[config.mk]
export PLATFORM = sky130hd
export DESIGN_NAME = gn3_front
export DESIGN_NICKNAME = d
export VERILOG_FILES = /design/src/hdl/gn3_pkg.sv /design/src/hdl/gn3_front.sv
export SDC_FILE = /design/constraint.sdc
export NUM_CORES = 1
export LEC_CHECK = 0
export BUFFER_PORTS_ARGS = -buffer_cell sky130_fd_sc_hd__buf_2
export CORE_UTILIZATION = 42
export DETAILED_ROUTE_END_ITERATION = 10
export PLACE_DENSITY = 0.92
export SYNTH_ARGS = -nofsm -noshare
export SYNTH_HDL_FRONTEND = slang
export SYNTH_SLANG_ARGS = --single-unit
export TNS_END_PERCENT = 20
[constraint.sdc]
create_clock -name clk -period 14.3 [get_ports clk]
set_input_delay 2.145 -clock clk [delete_from_list [all_inputs] [get_ports clk]]
set_output_delay 2.145 -clock clk [all_outputs]
set_load 0.01 [all_outputs]
[src/hdl/gn3_pkg.sv]
// Shared types and constants of the gradient noise block.
`timescale 1ns / 1ps
package gn3_pkg;

  localparam int TABLE_DEPTH = 256;
  localparam int FRAC_BITS   = 16;
  localparam int IDX_W       = $clog2(TABLE_DEPTH);
  localparam int PERM_W      = 8;
  localparam int COORD_W     = 32;
  localparam int OUT_W       = 16;
  localparam int QUEUE_DEPTH = 4;
  localparam int OUT_DEPTH   = 16;
  localparam int OUT_CNT_W   = $clog2(OUT_DEPTH + 1);
  localparam int COMP_W      = FRAC_BITS + 2;
  localparam int GRAD_W      = FRAC_BITS + 3;
  localparam int DIFF_W      = FRAC_BITS + 4;
  localparam int FADE_W      = FRAC_BITS + 2;
  localparam int Q_W         = FRAC_BITS + 5;
  localparam int P_W         = DIFF_W + FADE_W + 1;

  localparam logic OP_LOAD = 1'b0;
  localparam logic OP_EVAL = 1'b1;

  typedef struct packed {
    logic                 op;
    logic [7:0]           tidx;
    logic [PERM_W-1:0]    tval;
    logic [IDX_W-1:0]     cx;
    logic [IDX_W-1:0]     cy;
    logic [IDX_W-1:0]     cz;
    logic [FRAC_BITS-1:0] fx;
    logic [FRAC_BITS-1:0] fy;
    logic [FRAC_BITS-1:0] fz;
  } gn3_item_t;

  typedef struct packed {
    logic [OUT_CNT_W-1:0] resv;
    logic [OUT_CNT_W-1:0] stored;
    logic                 eval_issue;
  } gn3_status_t;

endpackage

[src/hdl/gn3_front.sv]
// Input stage: takes requests, splits coordinates into cell and fraction.
`timescale 1ns / 1ps
module gn3_front (
  input  logic                          clk,
  input  logic                          rst_n,
  input  logic                          in_push,
  output logic                          in_full,
  input  logic                          in_operation,
  input  logic [7:0]                    in_table_index,
  input  logic [7:0]                    in_table_value,
  input  logic signed [gn3_pkg::COORD_W-1:0] in_coord_x,
  input  logic signed [gn3_pkg::COORD_W-1:0] in_coord_y,
  input  logic signed [gn3_pkg::COORD_W-1:0] in_coord_z,
  output logic                          f_valid,
  output gn3_pkg::gn3_item_t            f_item,
  input  logic                          q_ready
);

  logic               vld_r;
  gn3_pkg::gn3_item_t item_r;
  logic               take;
  logic signed [gn3_pkg::COORD_W-1:0] sx, sy, sz;

  assign in_full = vld_r && !q_ready;
  assign take    = in_push && !in_full;

  // Arithmetic shift is the floor of the division by the scale.
  assign sx = in_coord_x >>> gn3_pkg::FRAC_BITS;
  assign sy = in_coord_y >>> gn3_pkg::FRAC_BITS;
  assign sz = in_coord_z >>> gn3_pkg::FRAC_BITS;

  always_ff @(posedge clk) begin
    if (!rst_n) begin
      vld_r <= 1'b0;
    end else if (take) begin
      vld_r <= 1'b1;
    end else if (q_ready) begin
      vld_r <= 1'b0;
    end
  end

  always_ff @(posedge clk) begin
    if (take) begin
      item_r.op   <= in_operation;
      item_r.tidx <= in_table_index;
      item_r.tval <= in_table_value;
      item_r.cx   <= sx[gn3_pkg::IDX_W-1:0];
      item_r.cy   <= sy[gn3_pkg::IDX_W-1:0];
      item_r.cz   <= sz[gn3_pkg::IDX_W-1:0];
      item_r.fx   <= in_coord_x[gn3_pkg::FRAC_BITS-1:0];
      item_r.fy   <= in_coord_y[gn3_pkg::FRAC_BITS-1:0];
      item_r.fz   <= in_coord_z[gn3_pkg::FRAC_BITS-1:0];
    end
  end

  assign f_valid = vld_r;
  assign f_item  = item_r;

endmodule

# Word-level counts from Yosys, hierarchy flattened
# Index checks and enable logic that the tools add are counted.
[totals]
n_memories = 0
rom_bits = 0
ff_bits = 90
ramBits = 0
input_bits = 117
word_cells = 17
latch_bits = 0
[classes]
eq_ne = 0
mux = 2
n_reduce_logical = 5
n_addsub = 0
n_lt_le_gt_ge = 0
div_mod_pow = 0
multipliers = 0
shifts = 0
bitwise = 0
[ops]
columns = ["operator", "count"]
rows = [
  ["logical AND 1 bit", 2],
  ["zero test 1 bit", 2],
  ["2-to-1 mux 1 bit", 2],
  ["nonzero test 2 bit", 1],
]

# Logic depth before layout (Yosys ltp)
[depth]
depth_word = 5
depth_mapped = 2

# Worst setup path before layout
# OpenSTA, ideal clock, no wires.
[synth_timing]
path_type = "input port to flip-flop"
start = "in q_ready"
end = "reg item_r, in the netlist f_item[0], enable pin"
path_stages = 2
t_required_ps = 13753
t_arrival_ps = 6124
slack_ps = 7629
n_path_buf = 0
setup_time_ps = 547
cell_sequence = "nor2b_4 -> nor2b_1"
[synth_via]
elab_chain_cells = 4
[synth_lines]
columns = ["item", "line_no", "source"]
rows = [
  ["from (decl)", "gn3_front.sv:16", "input logic q_ready"],
  ["zero test 1 bit", "gn3_front.sv:24", "assign in_full = vld_r && !q_ready;"],
  ["logical AND 1 bit", "gn3_front.sv:24", ""],
  ["zero test 1 bit", "gn3_front.sv:25", "assign take = in_push && !in_full;"],
  ["logical AND 1 bit", "gn3_front.sv:25", ""],
  ["named net take", "gn3_front.sv:21", "logic take;"],
  ["to (decl)", "gn3_front.sv:20", "gn3_pkg::gn3_item_t item_r;"],
]
# The timed path passes the listed nets, and every way through them passes these cells.
# A chain may end at the register's enable or synchronous reset.

# Final worst setup path
[layout_timing]
start = "in q_ready"
end = "out in_full"
[layout_via]
elab_chain_cells = 2
[layout_lines]
columns = ["item", "line_no", "source"]
rows = [
  ["zero test 1 bit", "gn3_front.sv:24", ""],
  ["logical AND 1 bit", "gn3_front.sv:24", ""],
  ["to (decl)", "gn3_front.sv:7", "output logic in_full,"],
]
# Every way passes these cells.

==> flow_summary.json <==
{
  "peakVddDrop_mv": 0.0875,
  "cts_tree": "built",
  "drive_above_1_share": 0.683,
  "io_pins": 208,
  "finalCoreUtilization": 0.650,
  "critPathKind": "input pin to output pin",
  "cts_setup_buffers": 0,
  "numCtsBuffers": 9,
  "ctsHoldBuffers": 0,
  "numPortBuffers": 183,
  "dp.final_hpwl_mm": 4.75,
  "area_growth_pct": 45.6,
  "cp-start-kind": "input pin",
  "powerDensity_nw_per_um2": 137,
  "min_period_ns": 4.71,
  "synth_cell_type_count": 5,
  "hold_viol_final": 0,
  "cp_top_family": "buffers and inverters",
  "row_count": 28,
  "drt_first_pass_iters": 4,
  "insertion_delay_ns": 0.34,
  "grt_pass1_wl_mm": 8.71,
  "wl_per_cell_um": 17.7,
  "netlist.top_cell.by_area": "edfxtp_1",
  "avgSynthCellArea_um2": 29.2,
  "worst_pin_slew_ns": 1.15,
  "gp_congestion": 0.735,
  "r2r_slack_ns": 11.91,
  "fmax_ghz": 0.213,
  "worstPathMaxFanout": 3,
  "cp.required_ns": 12.15,
  "drtIter0Drc": 118,
  "antenna_found_initial": 0,
  "start_util": 0.446,
  "fin_total_pwr_mw": 0.542,
  "worst_path_most_repeated_cell": "buf_2",
  "overflow": 0,
  "via_per_inst": 4.59,
  "ys_seq_area_frac": 0.990,
  "num_vias": 1688,
  "ant_nets": 0,
  "drv_slew": 0,
  "yosys_register_bits": 90,
  "crit_buf_inv": 2,
  "post_cts_resized": 0,
  "fin_tns_setup_ns": 0,
  "cts_max_level": 3,
  "grt.total_usage": 0.191,
  "syn_nets": 210,
  "cpMaxStageDelayCell": "nor2b_4",
  "status": "finished clean",
  "layout.nets": 405,
  "die_x_um": 82.5,
  "final_cells": 368,
  "drc": 0,
  "drt_wl_total_mm": 6.51,
  "cts_root_buf": "clkbuf_8",
  "antenna-diode-count": 0,
  "synth_top_area_frac": 0.983,
  "cpPeakStageDelay_ns": 0.15,
  "clockBufferDepth": 2,
  "clk_pin_slew_ns": 0.08,
  "finalSetupViolCount": 0,
  "p_leak_nw": 1.72,
  "maxCapViolations": 0,
  "core_um2": 6100,
  "yosys_warnings": 0,
  "synth_area_um2": 2720,
  "dp_cells": 352,
  "end_kind": "output pin",
  "grt_max_degree": 50,
  "cts.sinks": 90,
  "cp_cell_sequence": "buf_2 > nor2b_4 > buf_2",
  "rsz0062_at_grt": "no",
  "hold_path_class": "flop to flop",
  "fin_skew_ns": 0.00519,
  "die_h_um": 82.5,
  "arrival_ns": 2.56,
  "fp.dieArea_um2": 6800,
  "grt_pass1_vias": 1775,
  "synth_cells": 93,
  "synth_area_leaders": "edfxtp_1, dfxtp_1, nor2b_4",
  "slew_headroom": 0.235,
  "fin_crit_sh": 0.329
}
cells in the final DEF (no fill, tap or decap), drive strengths merged:
cell type  Yosys  layout
buf            0     184
edfxtp        89      89
clkbuf         0      10
nor2b          2       2
inv            0       2
bufinv         0       2
o21a           1       1
clkinv         0       1
clkinvlp       0       1
dfxtp          1       1
routing by layer:
layer,vias to the layer above,global-route usage,part of all wire
met5,-,0,0
met4,0,0.0632,0.010
met3,8,0.113,0.12
met2,109,0.355,0.56
met1,808,0.168,0.31
li1,763,-,-
registers in the layout (all words and copies together) (netlist names):
name,count
f_item,89
f_valid,1
layout make-up:
type / instances / area (um2)
tap: 75 / 93.8
multi-input combinational: 3 / 35.0
timing repair buffer: 184 / 923
clock inverter: 6 / 88.8
fill: 438 / 2130
sequential: 90 / 2690
clock buffer: 10 / 128
metrics by stage:
step	hold WS (ns)	setup WS [ns]	cell area [um2]
after detailed placement	0.667	9.59	3740
after global placement	0.652	9.61	3740
after CTS	0.680	9.59	3960
after global routing	0.707	9.58	3960
final	0.677	9.59	3960
after floorplan	0.662	7.63	2720
power by group:
group / switching (mW) / internal [mW]
sequential: 0.00384 / 0.308
clock: 0.0878 / 0.0992
combinational: 0.0239 / 0.0189
total: 0.115 / 0.426
synth_stat cells:
library cell / n
dfxtp_1: 1
o21a_1: 1
edfxtp_1: 89
nor2b_1: 1
nor2b_4: 1
worst min-delay path, cell delays in order (launching register included):
cell	delay, ns
dfxtp_1	0.33
nor2b_4	0.14
o21a_1	0.16
logic make-up after synthesis:
group           count (synthesis)  synth area share
compound gates                  1           0.00276
flops                          90             0.990
simple gates                    2           0.00736
path summary, 6_finish.rpt:
check,endpoint,start,cells after the start
setup / recovery,in_full,q_ready,3
hold reg to reg,f_valid$_SDFFE_PN0P_,f_valid$_SDFFE_PN0P_,2
hold / removal,f_valid$_SDFFE_PN0P_,f_valid$_SDFFE_PN0P_,2
setup reg to reg,f_item[21]$_DFFE_PP_,f_valid$_SDFFE_PN0P_,3
Power figures use the tool's default switching activity.
