File: src/hdl/gn3_pkg.sv
// Shared types and constants of the gradient noise block.
`timescale 1ns / 1ps
package gn3_pkg;

  localparam int TABLE_DEPTH = 256;
  localparam int FRAC_BITS   = 16;
  localparam int IDX_W       = $clog2(TABLE_DEPTH);
  localparam int PERM_W      = 8;
  localparam int COORD_W     = 32;
  localparam int OUT_W       = 16;
  localparam int QUEUE_DEPTH = 4;
  localparam int OUT_DEPTH   = 16;
  localparam int OUT_CNT_W   = $clog2(OUT_DEPTH + 1);
  localparam int COMP_W      = FRAC_BITS + 2;
  localparam int GRAD_W      = FRAC_BITS + 3;
  localparam int DIFF_W      = FRAC_BITS + 4;
  localparam int FADE_W      = FRAC_BITS + 2;
  localparam int Q_W         = FRAC_BITS + 5;
  localparam int P_W         = DIFF_W + FADE_W + 1;

  localparam logic OP_LOAD = 1'b0;
  localparam logic OP_EVAL = 1'b1;

  typedef struct packed {
    logic                 op;
    logic [7:0]           tidx;
    logic [PERM_W-1:0]    tval;
    logic [IDX_W-1:0]     cx;
    logic [IDX_W-1:0]     cy;
    logic [IDX_W-1:0]     cz;
    logic [FRAC_BITS-1:0] fx;
    logic [FRAC_BITS-1:0] fy;
    logic [FRAC_BITS-1:0] fz;
  } gn3_item_t;

  typedef struct packed {
    logic [OUT_CNT_W-1:0] resv;
    logic [OUT_CNT_W-1:0] stored;
    logic                 eval_issue;
  } gn3_status_t;

endpackage

File: src/hdl/gn3_queue.sv
// Short queue that decouples the input stage from the evaluation pipeline.
`timescale 1ns / 1ps
module gn3_queue (
  input  logic               clk,
  input  logic               rst_n,
  input  logic               push,
  input  gn3_pkg::gn3_item_t push_item,
  output logic               ready,
  output logic               valid,
  output gn3_pkg::gn3_item_t head_item,
  input  logic               pop
);

  localparam int PTR_W = $clog2(gn3_pkg::QUEUE_DEPTH);
  localparam int CNT_W = $clog2(gn3_pkg::QUEUE_DEPTH + 1);

  gn3_pkg::gn3_item_t slot_r [gn3_pkg::QUEUE_DEPTH];
  logic [PTR_W-1:0]   wr_r, rd_r;
  logic [CNT_W-1:0]   cnt_r;
  logic               do_push, do_pop;

  assign ready     = (cnt_r != CNT_W'(gn3_pkg::QUEUE_DEPTH));
  assign valid     = (cnt_r != '0);
  assign head_item = slot_r[rd_r];
  assign do_push   = push && ready;
  assign do_pop    = pop && valid;

  always_ff @(posedge clk) begin
    if (!rst_n) begin
      wr_r  <= '0;
      rd_r  <= '0;
      cnt_r <= '0;
    end else begin
      if (do_push) wr_r <= wr_r + 1'b1;
      if (do_pop)  rd_r <= rd_r + 1'b1;
      cnt_r <= cnt_r + CNT_W'(do_push) - CNT_W'(do_pop);
    end
  end

  always_ff @(posedge clk) begin
    if (do_push) slot_r[wr_r] <= push_item;
  end

endmodule

File: config.mk
export PLATFORM = sky130hd
export DESIGN_NAME = gn3_queue
export DESIGN_NICKNAME = d
export VERILOG_FILES = /design/src/hdl/gn3_pkg.sv /design/src/hdl/gn3_queue.sv
export SDC_FILE = /design/constraint.sdc
export NUM_CORES = 1
export LEC_CHECK = 0
export BUFFER_PORTS_ARGS = -buffer_cell sky130_fd_sc_hd__buf_2
export CORE_MARGIN = 2
export CORE_UTILIZATION = 32
export DETAILED_ROUTE_END_ITERATION = 8
export PLACE_DENSITY = 0.52
export SLEW_MARGIN = 10
export SYNTH_ARGS = -nofsm -noshare
export SYNTH_HDL_FRONTEND = slang
export SYNTH_SLANG_ARGS = --single-unit
File: constraint.sdc
create_clock -name clk -period 10 [get_ports clk]
set_input_delay 2 -clock clk [delete_from_list [all_inputs] [get_ports clk]]
set_output_delay 2 -clock clk [all_outputs]
set_load 0.01 [all_outputs]
# [Word level (Yosys, flattened, before mapping)]
# Memories as Yosys holds them, arrays and structs flattened. A register that Yosys moved wholly into a read port is not among the register bits.
# Cells that the tools add are included.
[classes] add_sub_neg=4 eq_ne=1 mux=4 n_reduce_logical=3
[op_table] cell="2-bit by 1-bit adder with 2-bit output, second input constant" count=2
[op_table] cell="2-bit 2-to-1 mux" count=2
[op_table] cell="3-bit by 1-bit adder with 3-bit output" count=1
[op_table] cell="3-bit != test, second input constant" count=1
[op_table] cell="3-bit nonzero test" count=1
[op_table] cell="3-bit by 1-bit subtractor with 3-bit output" count=1
[op_table] cell="1-bit logical AND" count=2
[op_table] cell="1-bit 2-to-1 mux" count=2
[word_totals] ff_bits=7 mem_bits_rw=356 out_inout_bits=91 mem_count=1
[mem_list] memory="slot_r" words=4 width=89 rd=1 rd_ports_with_merged_regs=1 write_ports=1 line_no="gn3_queue.sv:17" rtl="gn3_pkg::gn3_item_t slot_r [gn3_pkg::QUEUE_DEPTH];"

# [Longest topological paths before layout]
# Gate-level depths: netlist (run 1).
[depth] depth_word=4 ltp_mapped=11 mapped_depth_nobuf=11

# [Worst setup path after synthesis (run 1)]
# Ideal clock, no wire load.
[synth_timing] path_kind="input to register" startpoint="input port push" endpoint="memory slot_r[0][0] (netlist bit), enable pin" setup_ns=0.457 arrival_time_ns=4.502 required_time_ns=9.543 path_slack_ns=5.041 path_stages=2 path_cell_list="a21boi_1 > and2_1"
[synth_via] elab_chain_cells=3
[synth_rtl] element="start: declaration" line_no="gn3_queue.sv:6" rtl="input logic push,"
[synth_rtl] element="1-bit logical AND" line_no="gn3_queue.sv:25" rtl="assign do_push = push && ready;"
[synth_rtl] element="1-bit 2-to-1 mux" line_no="gn3_queue.sv:41" rtl="if (do_push) slot_r[wr_r] <= push_item;"
[synth_rtl] element="1-bit 2-to-1 mux (implied by the code)" line_no="gn3_queue.sv:41"
[synth_rtl] element="end: declaration" line_no="gn3_queue.sv:17"
# No other way between the ends.

==> metrics, run 1 <==
Async SR Flop Fraction 0%; final setup margin 5.281 ns; share of cells above drive strength 1 44.96%; RSZ-0062 raised after global routing no; total CTS buffers 42; Critical Path RT 8.00 ns; total core area 40920 um2; Post-CTS Resized 0; sequential area share after synthesis 81.82%; max cap viols 0; antenna-violating nets left 0; EDFF count, synth 356; worst hold path type reg -> reg; Mapped Nets 613; die width 207.8 um; die area 43170 um2; CTS tree built; worst skew pair latency 0.54 ns; Fmax 211.9 MHz; minimum clock period 4.719 ns; Setup TNS 0 ns; post-synthesis instance total 513; nets 826; Worst-Margin Slew 0.8968 ns; FF+latch count, synth 365; endpoints failing setup 0; PwrDens 259.5 nW/um2; Critical Path Start Type register; Pwr Total 4178 uW; most frequent cells in the layout edfxtp_1, buf_2, mux4_2; crit end category output port; dpl ws 5.333 ns; clk_skew 0.01267 ns; vias in the first global route 6295; Pre-antenna DRT Iters 4; Worst EP arrival 2.72 ns; crit path kind reg -> out; initial antenna violation count 4; Initial Util 32.47%; hold buffers post-CTS 0; Rows 74; Starting DRT DRC Count 282; largest net degree at the start of global routing 51; CP max FO 47; Root Driver clkbuf_16; Sink Count 365; Via density 4.580; Final Hold Fails 0; Post-synth top flop edfxtp_1; WL/cell 20.21 um; Total GRT Usage 12.10%; Yosys Warn Count 0; Netlist Area Pre-Place 13290 um2; syn_area_per_cell 25.90 um2; most common cell after layout, fill and taps aside edfxtp_1; drc violations 0; input/output buffers 183; post-CTS setup buffer count 0; Layout Area Growth over Synthesis 21.17%; GP Congestion 0.6566; I/O pin cnt 184; LEAKAGE 0.005330 uW; Final Slew Violations 0; status finished, final reports clean; synth unique cells 21; Die Y 207.8 um; Reg clk slew, reported paths 0.05 ns; Final Cycle Share 47.19%; number of H-tree levels 2; via count 5894; grt total ovfl 0; Slew headroom 40.21%; WL final 26.01 mm; DP HPWL 15.46 mm; first-pass GRT wire length 39.45 mm; Worst VDD drop 124.9 uV; Max Buffers Root-to-Sink 3
[final timing paths]
| kind | from | endpoint | slack, ns | cells after the start |
|---|---|---|---|---|
| hold reg to reg | wr_r[1] | wr_r[1] | 0.51 | 2 |
| hold / removal | wr_r[1] | wr_r[1] | 0.51 | 2 |
| setup / recovery | register | head_item[23] | 5.28 | 3 |
| setup reg to reg | cnt_r[1] | slot_r[1][51] | 7.02 | 4 |
[power breakdown]
group	switching, uW	leakage, uW	internal (uW)
Combinational	448	0.00136	394
Clock	567	0.000631	858
Sequential	55.3	0.00334	1860
[layout make-up]
class	instances	area, um2
clock inverter	23	186.4
antenna	1	2.502
fill	3688	24830
multi-input combinational	122	2281
timing repair buffer	190	968.4
sequential	365	10880
inverter	5	18.77
tap	532	665.6
clock buffer	49	1099
[cells by family after synthesis]
kind of cell	count (synthesis)	synth area share, %
flip-flops	365	81.82
adder cells (fa/ha/maj)	7	0.7157
AND/OR/NAND/NOR	17	0.6875
XOR/XNOR	4	0.2637
multiplexers	91	15.24
AO/OA/AOI/OAI	3	0.1884
buffers and inverters	26	1.092
[flip-flops by register name (all words and copies together), names as in the netlist, named ones only]
signal	count
rd_r	2
slot_r	356
wr_r	2
cnt_r	3
[per-layer routing]
layer / track usage, % / up-vias / routed length (um)
met4: 4.573 / 6 / 668
li1: - / 2626 / -
met3: 3.994 / 56 / 1738
met2: 19.10 / 154 / 12530
met5: 0 / - / 39
met1: 15.57 / 3052 / 11040
[worst max-delay path: stages, from the launching register on]
cell	delay, ns
dfxtp_4	0.79
buf_4	0.64
mux4_2	0.45
buf_2	0.17
[synthesized netlist by cell type (2+ instances only)]
| cell | n | area share, % |
|---|---|---|
| mux4_2 | 89 | 15 |
| edfxtp_1 | 356 | 80 |
| nor2b_1 | 3 | 0.14 |
| nand2_1 | 5 | 0.14 |
| clkbuf_1 | 8 | 0.23 |
| buf_2 | 10 | 0.38 |
| inv_1 | 5 | 0.14 |
| ha_1 | 6 | 0.57 |
| dfxtp_1 | 9 | 1.4 |
| and2_1 | 7 | 0.33 |
| mux2i_1 | 2 | 0.15 |
| xnor2_1 | 4 | 0.26 |
[through the flow]
step	util [%]	hold slack [ns]	cells	cell area, um2
after floorplan	-	0.4677	513	13290
after global placement	36.19	0.4882	1214	14810
after detailed placement	36.19	0.5097	1214	14810
after CTS	39.33	0.5166	1286	16100
after global routing	39.33	0.5335	1286	16100
final	39.34	0.5102	1287	16100
Note: power is estimated with default switching activity, not from simulation.
==> run 2: changes to the inputs <==
- ABC_AREA: default -> 1
- PLACE_DENSITY: 0.52 -> 0.53
- clock period: 10 -> 4.24 ns (I/O delays scaled with it)
==> run 2 against run 1 <==
First-iteration DRC count is 51% higher. Via count rose by 36%. Total power is 130% higher. Worst setup slack worse by 4.4 ns. Clock-buffer cell count is 1 higher. Sequential power is 140% higher. Die area rose by 2.7%. Highest routed layer unchanged.
==> metrics, run 2 <==
RSZ-0062 raised after global routing no; Worst VDD drop 362.2 uV (+190%); dpl cells 1605 (+32%); input/output buffers 183 (unchanged); Worst-Margin Slew 0.7957 ns (-0.1010 ns); crit path kind reg -> out; endpoints failing setup 0 (unchanged); minimum clock period 3.314 ns; sequential area share after synthesis 79.63% (-2.2 points); worst skew pair latency 0.54 ns (about the same); total core area 42040 um2 (+2.7%); final setup margin 0.9256 ns (-4.355 ns); Final Cycle Share 78.17%; via count 8017 (+36%); commonest cells in the netlist edfxtp_1, nor2_1, o21ai_0; Worst EP arrival 2.47 ns (-0.25 ns); dpl ws 1.409 ns (-3.923 ns); most common cell after layout, fill and taps aside edfxtp_1; die width 210.5 um (+1.3%); Starting DRT DRC Count 425 (+51%); grt total ovfl 0 (unchanged); hold buffers post-CTS 0 (unchanged); max FFs per register 356 (unchanged); nets 1208 (+46%); Setup TNS 0 ns (unchanged); I/O pin cnt 184 (unchanged); share of cells above drive strength 1 22.54% (-22 points); Yosys Warn Count 0 (unchanged); LEAKAGE 0.005601 uW (+5.1%); Post-synth top flop edfxtp_1; first-pass GRT wire length 45.51 mm (+15%); total CTS buffers 40 (-4.8%); GP Congestion 0.6789 (+3.4%); largest net degree at the start of global routing 179 (+250%); Final Slew Violations 0 (unchanged); Post-CTS Resized 0 (unchanged); biggest regs slot_r (356), cnt_r (3); post-CTS setup buffer count 0 (unchanged); Rows 75 (+1.4%); Max Buffers Root-to-Sink 3 (unchanged); Root Driver clkbuf_16; fin cells 1678 (+30%); Initial Util 32.47% (about the same); FF+latch count, synth 365 (unchanged); Die Y 210.5 um (+1.3%); Async SR Flop Fraction 0% (unchanged); CP max FO 61 (+30%); Netlist Area Pre-Place 13650 um2 (+2.7%); post-synthesis instance total 926 (+81%); crit end category output port; Final Hold Fails 0 (unchanged); Pwr Total 9665 uW (+130%); Yosys top cell by area edfxtp_1; register name with the most flops slot_r; WL/cell 18.02 um (-11%); WL final 30.25 mm (+16%); Fmax 301.7 MHz; synth unique cells 20 (-4.8%); Yosys top cell area share 78.31% (-2.2 points); PwrDens 595.8 nW/um2 (+130%); Mapped Nets 1026 (+67%); DP HPWL 16.35 mm (+5.8%); Critical Path RT 3.39 ns (-4.61 ns); EDFF count, synth 356 (unchanged); worst hold path type reg -> reg; Slew headroom 46.95% (+6.7 points); syn_area_per_cell 14.74 um2 (-43%); Critical Path Start Type register; number of H-tree levels 2 (unchanged); drc violations 0 (unchanged); die area 44330 um2 (+2.7%); Sink Count 365 (unchanged); antenna-violating nets left 0 (unchanged); Via density 4.778 (+4.3%); CTS tree built; Layout Area Growth over Synthesis 18.82%; max cap viols 0 (unchanged); top area cells in the synthesized netlist edfxtp_1, o21ai_0, nor2_1; vias in the first global route 7751 (+23%); most common cell in the netlist edfxtp_1; Pre-antenna DRT Iters 4 (unchanged); initial antenna violation count 6 (+2); Reg clk slew, reported paths 0.05 ns (about the same); status finished, final reports clean; fin util 38.58% (-0.76 points); Total GRT Usage 13.44% (+1.3 points); clk_skew 0.01266 ns (-0.00001510 ns); most frequent cells in the layout edfxtp_1, nor2_1, buf_2
[run 2: changes by cell type after synthesis, moves of 7 or more]
cell | previous run | this run
nor2_1 | 1 | 190
o21ai_0 | 0 | 148
mux4_2 | 89 | 0
o22ai_1 | 0 | 89
o21ai_1 | 0 | 31
clkbuf_1 | 8 | 34
buf_6 | 1 | 13
inv_1 | 5 | 14
nand2_1 | 5 | 13
and2_1 | 7 | 0
[run 2: path summary, 6_finish.rpt]
kind                                from      endpoint  slack, ns  cells after the start
worst min register to register   rd_r[0]       rd_r[0]       0.49                      2
worst max-delay path            register  head_item[3]       0.93                      4
worst max register to register  cnt_r[1]      cnt_r[2]       1.91                     10
worst min-delay path             rd_r[0]       rd_r[0]       0.49                      2
[run 2: area by class of cell]
class	instances	area [um2]
antenna	3	7.507
clock buffer	50	1060
clock inverter	20	92.59
multi-input combinational	487	2390
sequential	365	10880
timing repair buffer	198	1054
inverter	16	65.06
fill	3964	25820
tap	539	674.4
[run 2: layer usage]
layer | vias to the layer above | global-route usage, % | routed length [um]
met3 | 39 | 4.529 | 2302
li1 | 3849 | - | -
met2 | 182 | 21.33 | 13990
met4 | 6 | 4.541 | 589
met5 | - | 0 | 38
met1 | 3941 | 17.29 | 13320
[run 2: cells by family (layout without fill, tap and decap cells)]
family	count (synthesis)	after routing	share of synthesized area, %
flops	365	365	79.63
compound gates	274	274	10.90
simple gates	206	206	5.691
buf+inv	74	284	3.089
fa+ha+maj	7	7	0.6965
other cells	0	3	0
[run 2: power by group]
part	total [uW]	internal [uW]	leakage [uW]	switching [uW]
Combinational	2070	658	0.00170	1410
Sequential	4510	4400	0.00334	111
Clock	3080	1760	0.000565	1320
Total	9660	6820	0.00560	2850
[run 2: critical path: stages, from the launching register on]
cell and delay, ns:
dfxtp_4 0.82, buf_4 0.46, o21ai_0 0.15, o22ai_1 0.30, buf_2 0.19
[run 2: per-stage QoR]
stage	area (um2)	hold slack, ns
floorplan	13650	0.4481
CTS	16210	0.4735
detailed placement	15060	0.4814
finish	16220	0.4901
global route	16210	0.4920
global placement	15060	0.4823
